### src/design/assert_macros.svh
// Assertion helpers; empty when synthesised.
`ifndef ASSERT_MACROS_SVH
`define ASSERT_MACROS_SVH

`ifndef SYNTHESIS

`define ASSERT_SAME(label, clk, rst_n, ante, cons) \
  label: assert property (@(posedge clk) disable iff (!rst_n) (ante) |-> (cons)) \
    else $error("assertion failed");

`define ASSERT_NEXT(label, clk, rst_n, ante, cons) \
  label: assert property (@(posedge clk) disable iff (!rst_n) (ante) |=> (cons)) \
    else $error("assertion failed");

`else

`define ASSERT_SAME(label, clk, rst_n, ante, cons)
`define ASSERT_NEXT(label, clk, rst_n, ante, cons)

`endif

`endif

### src/design/plt_pkg.sv
`default_nettype none

package plt_pkg;

  localparam int WL_W       = 16;
  localparam int REFL_W     = 16;
  localparam int CNT_CFG_W  = 7;
  localparam int STATUS_W   = 3;
  localparam int DIVIDEND_W = 32;
  localparam int DIV_STEPS  = 32;
  localparam int DIV_CNT_W  = $clog2(DIV_STEPS);

  localparam logic OP_WRITE = 1'b0;
  localparam logic OP_QUERY = 1'b1;

  localparam logic [STATUS_W-1:0] STATUS_INTERP    = 3'd0;
  localparam logic [STATUS_W-1:0] STATUS_LOW       = 3'd1;
  localparam logic [STATUS_W-1:0] STATUS_HIGH      = 3'd2;
  localparam logic [STATUS_W-1:0] STATUS_EMPTY     = 3'd3;
  localparam logic [STATUS_W-1:0] STATUS_BAD_ORDER = 3'd4;

  typedef struct packed {
    logic [WL_W-1:0]   wl;
    logic [REFL_W-1:0] refl;
  } plt_point_t;

  typedef enum logic [2:0] {
    S_IDLE,
    S_FIRST,
    S_LAST,
    S_SEARCH,
    S_MUL,
    S_SUM,
    S_DIV,
    S_DONE
  } plt_state_e;

endpackage

`default_nettype wire

### src/design/piecewise_linear_table_interp.sv
// Write request: taken while the controller is idle, no response; writes may run back to back.
// Query: an empty table ends at once; else the first point is read for the low clamp, the last for
// the high clamp, then the one-point-per-cycle search walks the segments, ending on a bad-order one
// or running multiply, sum and the 32-step divider. The controller turns ready again as the result
// is loaded, later while a held result waits. One query in flight at a time.
// Reset clears the point count, the controller and the output valid; point memory not cleared.
`default_nettype none

`include "assert_macros.svh"

module piecewise_linear_table_interp #(
  parameter int MAX_POINTS = 64
) (
  input  wire logic                            clk_i,
  input  wire logic                            rst_ni,
  input  wire logic                            cfg_we_i,
  input  wire logic [plt_pkg::CNT_CFG_W-1:0]   cfg_wdata_i,
  input  wire logic                            in_valid_i,
  output logic                                 in_ready_o,
  input  wire logic                            opcode_i,
  input  wire logic [5:0]                      point_index_i,
  input  wire logic [plt_pkg::WL_W-1:0]        point_wavelength_i,
  input  wire logic [plt_pkg::REFL_W-1:0]      point_reflectance_i,
  input  wire logic [plt_pkg::WL_W-1:0]        query_wavelength_i,
  output logic                                 out_valid_o,
  input  wire logic                            out_ready_i,
  output logic [plt_pkg::REFL_W-1:0]           reflectance_o,
  output logic [plt_pkg::STATUS_W-1:0]         status_o
);

  localparam int IDX_W = $clog2(MAX_POINTS);
  localparam int CNT_W = $clog2(MAX_POINTS + 1);

  plt_pkg::plt_state_e state_q, state_d;

  logic [plt_pkg::CNT_CFG_W-1:0] point_count_q;
  logic [CNT_W-1:0]              n_w;
  logic [IDX_W-1:0]              last_w;
  logic [IDX_W-1:0]              last_q;
  logic [IDX_W-1:0]              k_q;
  logic [plt_pkg::WL_W-1:0]      q_q;
  plt_pkg::plt_point_t           prev_q;
  plt_pkg::plt_point_t           cur_q;
  logic [31:0]                   p0_q;
  logic [31:0]                   p1_q;
  logic [plt_pkg::WL_W-1:0]      den_q;
  logic [plt_pkg::REFL_W-1:0]    res_q;
  logic [plt_pkg::STATUS_W-1:0]  st_q;
  logic                          out_valid_q;
  logic [plt_pkg::REFL_W-1:0]    out_refl_q;
  logic [plt_pkg::STATUS_W-1:0]  out_st_q;

  logic                          accept;
  logic                          is_query;
  logic                          idx_ok;
  logic                          mem_we;
  logic [IDX_W-1:0]              mem_raddr;
  plt_pkg::plt_point_t           mem_wdata;
  plt_pkg::plt_point_t           rd;
  logic                          div_start;
  logic                          div_done;
  logic [plt_pkg::REFL_W-1:0]    div_quot;
  logic [plt_pkg::DIVIDEND_W-1:0] num_w;
  logic                          hit;
  logic                          bad;
  logic                          out_free;

  assign n_w = (32'(point_count_q) > 32'(MAX_POINTS)) ? CNT_W'(MAX_POINTS)
                                                      : CNT_W'(point_count_q);
  assign last_w   = IDX_W'(n_w - CNT_W'(1));
  assign accept   = in_valid_i && in_ready_o;
  assign is_query = opcode_i == plt_pkg::OP_QUERY;
  assign idx_ok   = 32'(point_index_i) < 32'(MAX_POINTS);
  assign mem_we   = accept && !is_query && idx_ok;
  assign mem_wdata = '{wl: point_wavelength_i, refl: point_reflectance_i};
  assign hit      = q_q < rd.wl;
  assign bad      = (rd.wl <= prev_q.wl) || (q_q < prev_q.wl);
  assign num_w    = plt_pkg::DIVIDEND_W'(33'(p0_q) + 33'(p1_q));
  assign out_free = !out_valid_q || out_ready_i;

  plt_mem #(
    .DEPTH (MAX_POINTS),
    .AW    (IDX_W)
  ) u_mem (
    .clk_i   (clk_i),
    .we_i    (mem_we),
    .waddr_i (IDX_W'(point_index_i)),
    .wdata_i (mem_wdata),
    .raddr_i (mem_raddr),
    .rdata_o (rd)
  );

  plt_div u_div (
    .clk_i      (clk_i),
    .rst_ni     (rst_ni),
    .start_i    (div_start),
    .dividend_i (num_w),
    .divisor_i  (den_q),
    .done_o     (div_done),
    .quotient_o (div_quot)
  );

  always_comb begin
    state_d = state_q;
    unique case (state_q)
      plt_pkg::S_IDLE: begin
        if (accept && is_query) begin
          state_d = (n_w == '0) ? plt_pkg::S_DONE : plt_pkg::S_FIRST;
        end
      end
      plt_pkg::S_FIRST:  state_d = (q_q <= rd.wl) ? plt_pkg::S_DONE : plt_pkg::S_LAST;
      plt_pkg::S_LAST:   state_d = (q_q >= rd.wl) ? plt_pkg::S_DONE : plt_pkg::S_SEARCH;
      plt_pkg::S_SEARCH: begin
        if (hit) begin
          state_d = bad ? plt_pkg::S_DONE : plt_pkg::S_MUL;
        end
      end
      plt_pkg::S_MUL:    state_d = plt_pkg::S_SUM;
      plt_pkg::S_SUM:    state_d = plt_pkg::S_DIV;
      plt_pkg::S_DIV:    state_d = div_done ? plt_pkg::S_DONE : plt_pkg::S_DIV;
      plt_pkg::S_DONE:   state_d = out_free ? plt_pkg::S_IDLE : plt_pkg::S_DONE;
      default:           state_d = plt_pkg::S_IDLE;
    endcase
  end

  always_comb begin
    in_ready_o = 1'b0;
    div_start  = 1'b0;
    mem_raddr  = '0;
    unique case (state_q)
      plt_pkg::S_IDLE:   in_ready_o = 1'b1;
      plt_pkg::S_FIRST:  mem_raddr  = last_q;
      plt_pkg::S_LAST:   mem_raddr  = IDX_W'(1);
      plt_pkg::S_SEARCH: mem_raddr  = k_q + IDX_W'(1);
      plt_pkg::S_SUM:    div_start  = 1'b1;
      plt_pkg::S_MUL, plt_pkg::S_DIV, plt_pkg::S_DONE: begin
        mem_raddr = '0;
      end
      default:           mem_raddr  = '0;
    endcase
  end

  always_ff @(posedge clk_i or negedge rst_ni) begin
    if (!rst_ni) begin
      state_q       <= plt_pkg::S_IDLE;
      point_count_q <= '0;
      out_valid_q   <= 1'b0;
    end else begin
      state_q <= state_d;
      if (cfg_we_i) begin
        point_count_q <= cfg_wdata_i;
      end
      if (state_q == plt_pkg::S_DONE && out_free) begin
        out_valid_q <= 1'b1;
      end else if (out_ready_i) begin
        out_valid_q <= 1'b0;
      end
    end
  end

  always_ff @(posedge clk_i) begin
    case (state_q)
      plt_pkg::S_IDLE: begin
        q_q    <= query_wavelength_i;
        last_q <= last_w;
        res_q  <= '0;
        st_q   <= plt_pkg::STATUS_EMPTY;
      end
      plt_pkg::S_FIRST: begin
        prev_q <= rd;
        res_q  <= rd.refl;
        st_q   <= plt_pkg::STATUS_LOW;
      end
      plt_pkg::S_LAST: begin
        k_q   <= IDX_W'(1);
        res_q <= rd.refl;
        st_q  <= plt_pkg::STATUS_HIGH;
      end
      plt_pkg::S_SEARCH: begin
        if (hit) begin
          cur_q <= rd;
          res_q <= prev_q.refl;
          st_q  <= plt_pkg::STATUS_BAD_ORDER;
        end else begin
          prev_q <= rd;
          k_q    <= k_q + IDX_W'(1);
        end
      end
      plt_pkg::S_MUL: begin
        p0_q  <= 32'(prev_q.refl) * 32'(cur_q.wl - q_q);
        p1_q  <= 32'(cur_q.refl) * 32'(q_q - prev_q.wl);
        den_q <= cur_q.wl - prev_q.wl;
      end
      plt_pkg::S_DIV: begin
        if (div_done) begin
          res_q <= div_quot;
          st_q  <= plt_pkg::STATUS_INTERP;
        end
      end
      plt_pkg::S_DONE: begin
        if (out_free) begin
          out_refl_q <= res_q;
          out_st_q   <= st_q;
        end
      end
      default: begin
        res_q <= res_q;
      end
    endcase
  end

  assign out_valid_o   = out_valid_q;
  assign reflectance_o = out_refl_q;
  assign status_o      = out_st_q;

  `ASSERT_SAME(a_div_done_in_div, clk_i, rst_ni, div_done, state_q == plt_pkg::S_DIV)
  `ASSERT_SAME(a_search_in_range, clk_i, rst_ni, state_q == plt_pkg::S_SEARCH, k_q <= last_q)
  `ASSERT_NEXT(a_done_loads_out, clk_i, rst_ni, state_q == plt_pkg::S_DONE && !out_valid_q, state_q == plt_pkg::S_IDLE && out_valid_q)

endmodule

`default_nettype wire

### src/design/plt_mem.sv
`default_nettype none

module plt_mem #(
  parameter int DEPTH = 64,
  parameter int AW    = 6
) (
  input  wire logic                clk_i,
  input  wire logic                we_i,
  input  wire logic [AW-1:0]       waddr_i,
  input  wire plt_pkg::plt_point_t wdata_i,
  input  wire logic [AW-1:0]       raddr_i,
  output plt_pkg::plt_point_t      rdata_o
);

  plt_pkg::plt_point_t mem [DEPTH];
  plt_pkg::plt_point_t rdata_q;

  always_ff @(posedge clk_i) begin
    if (we_i) begin
      mem[waddr_i] <= wdata_i;
    end
  end

  always_ff @(posedge clk_i) begin
    rdata_q <= mem[raddr_i];
  end

  assign rdata_o = rdata_q;

endmodule

`default_nettype wire

### src/design/plt_div.sv
`default_nettype none

// radix-2 restoring divide, one quotient bit per cycle
module plt_div (
  input  wire logic                             clk_i,
  input  wire logic                             rst_ni,
  input  wire logic                             start_i,
  input  wire logic [plt_pkg::DIVIDEND_W-1:0]   dividend_i,
  input  wire logic [plt_pkg::WL_W-1:0]         divisor_i,
  output logic                                  done_o,
  output logic [plt_pkg::REFL_W-1:0]            quotient_o
);

  logic                              busy_q;
  logic                              done_q;
  logic [plt_pkg::DIV_CNT_W-1:0]     cnt_q;
  logic [plt_pkg::WL_W-1:0]          rem_q;
  logic [plt_pkg::WL_W-1:0]          rem_d;
  logic [plt_pkg::DIVIDEND_W-1:0]    dvd_q;
  logic [plt_pkg::WL_W-1:0]          den_q;
  logic [plt_pkg::WL_W:0]            rem_sh;
  logic                              ge;
  logic                              last_step;

  assign rem_sh    = {rem_q, dvd_q[plt_pkg::DIVIDEND_W-1]};
  assign ge        = rem_sh >= {1'b0, den_q};
  assign rem_d     = ge ? plt_pkg::WL_W'(rem_sh - {1'b0, den_q})
                        : rem_sh[plt_pkg::WL_W-1:0];
  assign last_step = cnt_q == plt_pkg::DIV_CNT_W'(plt_pkg::DIV_STEPS - 1);

  always_ff @(posedge clk_i or negedge rst_ni) begin
    if (!rst_ni) begin
      busy_q <= 1'b0;
      done_q <= 1'b0;
      cnt_q  <= '0;
    end else begin
      done_q <= busy_q && last_step;
      if (start_i) begin
        busy_q <= 1'b1;
        cnt_q  <= '0;
      end else if (busy_q) begin
        cnt_q <= cnt_q + plt_pkg::DIV_CNT_W'(1);
        if (last_step) begin
          busy_q <= 1'b0;
        end
      end
    end
  end

  always_ff @(posedge clk_i) begin
    if (start_i) begin
      rem_q <= '0;
      dvd_q <= dividend_i;
      den_q <= divisor_i;
    end else if (busy_q) begin
      rem_q <= rem_d;
      dvd_q <= {dvd_q[plt_pkg::DIVIDEND_W-2:0], ge};
    end
  end

  assign done_o     = done_q;
  assign quotient_o = dvd_q[plt_pkg::REFL_W-1:0];

endmodule

`default_nettype wire

### config.mk
export PLATFORM = sky130hd
export DESIGN_NAME = piecewise_linear_table_interp
export DESIGN_NICKNAME = d
export VERILOG_FILES = /design/src/design/plt_pkg.sv /design/src/design/piecewise_linear_table_interp.sv /design/src/design/plt_mem.sv /design/src/design/plt_div.sv
export VERILOG_INCLUDE_DIRS = /design/src /design/src/design
export SDC_FILE = /design/constraint.sdc
export NUM_CORES = 2
export LEC_CHECK = 0
export ABC_CLOCK_PERIOD_IN_PS = 23700
export BUFFER_PORTS_ARGS = -buffer_cell sky130_fd_sc_hd__clkbuf_2
export CORE_ASPECT_RATIO = 0.8
export CORE_UTILIZATION = 50
export DETAILED_ROUTE_END_ITERATION = 10
export GPL_TIMING_DRIVEN = 0
export PLACE_DENSITY_LB_ADDON = 0.05
export SLEW_MARGIN = 20
export SYNTH_ARGS = -nofsm -noshare
export SYNTH_HDL_FRONTEND = slang
export SYNTH_SLANG_ARGS = --single-unit
### constraint.sdc
create_clock -name clk_i -period 23.7 [get_ports clk_i]
set_input_delay 4.74 -clock clk_i [delete_from_list [all_inputs] [get_ports clk_i]]
set_output_delay 4.74 -clock clk_i [all_outputs]
set_load 0.05 [all_outputs]
After elaboration in Yosys (flattened, before gate mapping)
Memory sizes are Yosys's and may differ from the RTL's. A register that Yosys moved wholly into a read port is not among the register bits.
Index checks and enable logic that the tools add are counted.
{"block": "totals", "ramBits": 2048, "out_inout_bits": 21, "register_bits": 292, "inputBits": 67, "memories": 1, "word_cells": 113}
{"memory": "u_mem.mem", "words": 64, "word_bits": 32, "read_ports": 1, "rd_ports_with_merged_regs": 1, "wr": 1, "line": "plt_mem.sv:15", "text": "plt_pkg::plt_point_t mem [DEPTH];"}
{"block": "classes", "mul": 2, "n_mux": 35, "magnitude_cmp": 7, "n_reduce_logical": 25, "addsub": 8, "n_eq_ne": 12}
{"op": "32-bit 2-to-1 mux", "count": 3}
{"op": "17-bit by 17-bit multiplier with 32-bit output", "count": 2}
{"op": "16-bit one-hot mux with 4 select lines", "count": 1}
{"op": "32-bit one-hot mux with 2 select lines", "count": 1}
{"op": "16-bit 2-to-1 mux", "count": 3}
{"op": "16-bit by 16-bit subtractor with 17-bit output", "count": 2}
{"op": "32-bit adder", "count": 1}
{"op": "16-bit less-or-equal comparator", "count": 2}
{"op": "16-bit less-than comparator", "count": 2}
{"op": "16-bit subtractor", "count": 2}
{"op": "3-bit 2-to-1 mux", "count": 8}
{"op": "3-bit one-hot mux with 8 select lines", "count": 1}
{"op": "6-bit one-hot mux with 3 select lines", "count": 1}
{"op": "17-bit by 16-bit greater-or-equal comparator with 1-bit output", "count": 1}
{"op": "16-bit greater-or-equal comparator", "count": 1}
{"op": "3-bit one-hot mux with 5 select lines", "count": 1}
{"op": "3-bit equality test (second input constant)", "count": 4}
{"op": "6-bit one-hot mux with 2 select lines", "count": 1}
{"op": "1-bit 2-to-1 mux", "count": 10}
{"op": "5-bit 2-to-1 mux", "count": 2}
{"op": "2-bit AND reduction", "count": 5}
{"op": "2-bit nonzero test", "count": 4}
{"op": "7-bit > comparator (second input constant)", "count": 1}
{"op": "7-bit zero test", "count": 1}
{"op": "19 further kinds", "count": 29}

Depth between registers and ports, before layout
{"block": "logic_depth", "ltp_word": 6, "mapped_depth": 34, "ltp_nobuf": 33}

Modules after synthesis
A second synthesis with hierarchy kept.
{"block": "hier_totals", "hier_cells": 6854, "hier_area_um2": 113055.9}
{"mod": "plt_mem", "instances": 1, "area_per_inst_um2": 78515.3, "cells_each": 3324}
{"mod": "piecewise_linear_table_interp", "instances": 1, "area_per_inst_um2": 30738.2, "cells_each": 3190}
{"mod": "plt_div", "instances": 1, "area_per_inst_um2": 3802.4, "cells_each": 340}

Least setup slack after synthesis
No wires, ideal clock.
{"block": "synth_path", "kind": "register to output", "start": "register state_q[1]", "end": "output in_ready_o", "n_path_buf": 1, "t_required_ns": 18.960, "arrival_ns": 3.260, "slack_ns": 15.700, "stages_incl_launch_ff": 3, "cell_sequence": "dfrtp_1 > buf_4 > nor3_1"}
{"block": "synth_via", "elab_chain_cells": 2}
{"element": "start: declaration", "line": "piecewise_linear_table_interp.sv:34", "text": "plt_pkg::plt_state_e state_q, state_d;"}
{"element": "start signal: assignment", "line": "piecewise_linear_table_interp.sv:145", "text": "state_q <= plt_pkg::S_IDLE;"}
{"element": "start signal: assignment", "line": "piecewise_linear_table_interp.sv:149", "text": "state_q <= state_d;"}
{"element": "3-bit zero test", "line": "piecewise_linear_table_interp.sv:130", "text": "unique case (state_q)"}
{"element": "1-bit 2-to-1 mux", "line": "piecewise_linear_table_interp.sv:130"}
{"element": "end: declaration", "line": "piecewise_linear_table_interp.sv:19", "text": "output logic in_ready_o,"}
Every way passes these cells.

Worst setup path after layout
{"block": "layout_path", "start": "register q_q[0] (netlist name)", "end": "register p1_q[31], data pin"}
{"block": "layout_via", "elab_chain_cells": 2}
{"element": "start: declaration", "line": "piecewise_linear_table_interp.sv:41", "text": "logic [plt_pkg::WL_W-1:0] q_q;"}
{"element": "start signal: assignment", "line": "piecewise_linear_table_interp.sv:164", "text": "q_q <= query_wavelength_i;"}
{"element": "16-bit by 16-bit subtractor with 17-bit output", "line": "piecewise_linear_table_interp.sv:191", "text": "p1_q <= 32'(cur_q.refl) * 32'(q_q - prev_q.wl);"}
{"element": "17-bit by 17-bit multiplier with 32-bit output", "line": "piecewise_linear_table_interp.sv:191"}
{"element": "end signal: assignment", "line": "piecewise_linear_table_interp.sv:191"}
{"element": "end: declaration", "line": "piecewise_linear_table_interp.sv:45", "text": "logic [31:0] p1_q;"}
Every way passes these cells.
A chain may end at the register's enable or synchronous reset.

==> out/metrics.cfg <==
[global_routing]
antenna_found_initial = 41
grt_use_total_pct = 32.84
grt_max_degree = 65
gr-total-overflow = 0
grt_pass1_wl_um = 546800
grt_pass1_vias = 75740

[synthesis]
ys.warnings.count = 0
synth_xor_area_share_pct = 1.057
yosys-top-cells-count = nand2_1 (2461), edfxtp_1 (2306), nand3_1 (1055)
syn_inst = 9809
synth-edff-count = 2306
ys_ff_latch = 2372
synth_top_family_by_area = simple AND/OR/NAND/NOR gates
synth-compound-area-share_pct = 5.777
ys.flop_type = edfxtp_1
synthAdderAreaFrac_pct = 11.25
yosysTopAreaCell = edfxtp_1
synth_seq_area_share_pct = 60.89
syn-cell-area_um2 = 116000
synth_area_leaders = edfxtp_1 (60%), nand2_1 (8.0%), fa_1 (7.3%)
synthMuxAreaShare_pct = 0.5186
synth_simple_gate_area_share_pct = 16.23
avgSynthCellArea_um2 = 11.83
ys_types = 75
async_flop_share_pct = 0.7589
synth_fp_nets = 10670
synth_most_common_cell = nand2_1
synth.top_cell.area_share_pct = 59.67

[floorplanning]
chipHeight_um = 432.9
fp.dieArea_um2 = 234000
die_w_um = 540.6
io-pin-count = 88
core-area_um2 = 229800
start_util_pct = 50.49
fp-row-count = 157

[place]
gp_congestion = 1.041
dp_hpwl_um = 291200
io_buffers = 83
dp_cells = 13030

[sta]
slew_headroom_pct = 10.47
fin_crit_sh_pct = 42.55
rsz0062_at_grt = false
finClkSkew_ns = 0.08454
min_period_ns = 10.08
fmax_ghz = 0.09916
drv_slew = 0
fin_tns_setup_ns = 0
tightest_slew_ns = 1.334
setup_violations = 0
hold_viol = 0

[critical_path]
crit_slowest_cell = xnor2_1
critical_path_arrival_ns = 10.66
critPathMaxFanout = 10
cp-end-kind = flop
crit_path_max_incr_delay_ns = 0.77
crit_path_start_kind = flop
crit_required_ns = 24.27
path_class = flop to flop
worst_path_most_repeated_cell = fa_1

[clocking]
cts_sinks = 2372
clkTransAtPathRegs_ns = 0.06
cts_max_level = 4
cts_tree = yes
clk_path_buf_depth = 4
ctsHoldBuffers = 0
numCtsBuffers = 235
cts.repair.resized = 0
clock_latency_ns = 0.91
post-cts-setup-buffers = 0
cts_root_buffer = clkbuf_16

[drt]
drt_iter0_drc = 11290
wl_per_cell_um = 28.71
detail_route.first_pass.iterations = 8
avgViaCountPerCell = 6.027
routed_wl_um = 386500
drc = 0
ant_nets = 0
via_count = 81140

[cells_and_area]
fin_nets = 11100
fin_cells = 13460
syn_to_final_growth_pct = 12.83
drive_gt1_share_pct = 8.811

[run_status]
status = completed

[flow_run]
drv_cap = 0

[min_path]
hold_class = flop to flop

-- through the flow --
stage / setup WS, ns / utilization, % / hold slack, ns / cell area (µm²)
after floorplan: 15.70 / - / 0.4003 / 116000
after global placement: 13.73 / 52.32 / 0.4029 / 120200
after detailed placement: 13.84 / 53.71 / 0.4063 / 123500
after CTS: 13.74 / 56.91 / 0.4212 / 130800
after global routing: 13.17 / 56.96 / 0.4187 / 130900
final: 13.62 / 56.97 / 0.4200 / 130900
-- sequential cells by signal (all words and copies together), names as in the netlist, 5 cells and up --
signal,cells
k_q,6
last_q,6
u_div.rem_q,16
u_div.cnt_q,5
reflectance_o,16
p0_q,32
den_q,16
p1_q,32
point_count_q,7
u_mem.rdata_o,32
u_div.dvd_q,32
res_q,16
u_div.den_q,16
u_mem.mem,2048
prev_q,32
q_q,16
cur_q,32
-- cell usage in the layout (no fill, tap or decap), types with 120 or more instances in the layout --
master | synthesis | layout
o21ai_0 | 120 | 120
edfxtp_1 | 2306 | 2306
clkbuf_1 | 310 | 349
buf_2 | 197 | 197
fa_1 | 423 | 423
a311oi_1 | 322 | 302
inv_1 | 647 | 647
and3_1 | 149 | 148
a21oi_1 | 218 | 216
nor2_1 | 210 | 143
and2_1 | 174 | 174
ha_1 | 367 | 367
nand2_1 | 2461 | 2460
clkbuf_16 | 0 | 239
nand3_1 | 1055 | 1055
-- layer usage --
metal | GRT usage, % | wire, µm
met1 | 51.27 | 173600
met2 | 44.53 | 154900
met3 | 9.069 | 47240
met4 | 8.568 | 10700
met5 | 0 | 38
-- critical path, delay by kind of cell (launching register included) --
family                   cells  cell delay [ns]
adder cells (fa/ha/maj)      9             4.13
buffers and inverters        7             1.07
flip-flops                   1             0.51
AO/OA/AOI/OAI                9             2.25
XOR/XNOR                     2             0.90
AND/OR/NAND/NOR              5             0.88
-- layout make-up --
type / instances / area [µm²]
Inverter: 647 / 2429
Clock inverter: 124 / 1042
Multi-Input combinational cell: 6227 / 41160
Fill cell: 19020 / 98900
Antenna cell: 13 / 32.53
Buffer: 563 / 2540
Tap cell: 3021 / 3780
Timing Repair Buffer: 199 / 2972
Clock buffer: 298 / 6312
Sequential cell: 2372 / 70660
-- cells by family after synthesis --
family / Yosys count
AO/OA/AOI/OAI: 952
adder cells (fa/ha/maj): 790
buffers and inverters: 1210
flip-flops: 2372
XOR/XNOR: 140
multiplexers: 58
AND/OR/NAND/NOR: 4287
-- worst paths after layout --
path / start / to / slack, ns / depth (start not counted)
min in group asynchronous: rst_ni / state_q[2] / 4.00 / 1
max in group asynchronous: rst_ni / u_div.busy_q / 19.10 / 1
max reg2reg: q_q[0] / p1_q[31] / 13.62 / 32
min: den_q[10] / u_div.den_q[10] / 0.42 / 0
max: q_q[0] / p1_q[31] / 13.62 / 32
min reg2reg: den_q[10] / u_div.den_q[10] / 0.42 / 0
Power is not shown: default switching activity piles up to over one toggle a cycle in this logic, so the estimate is an artifact.
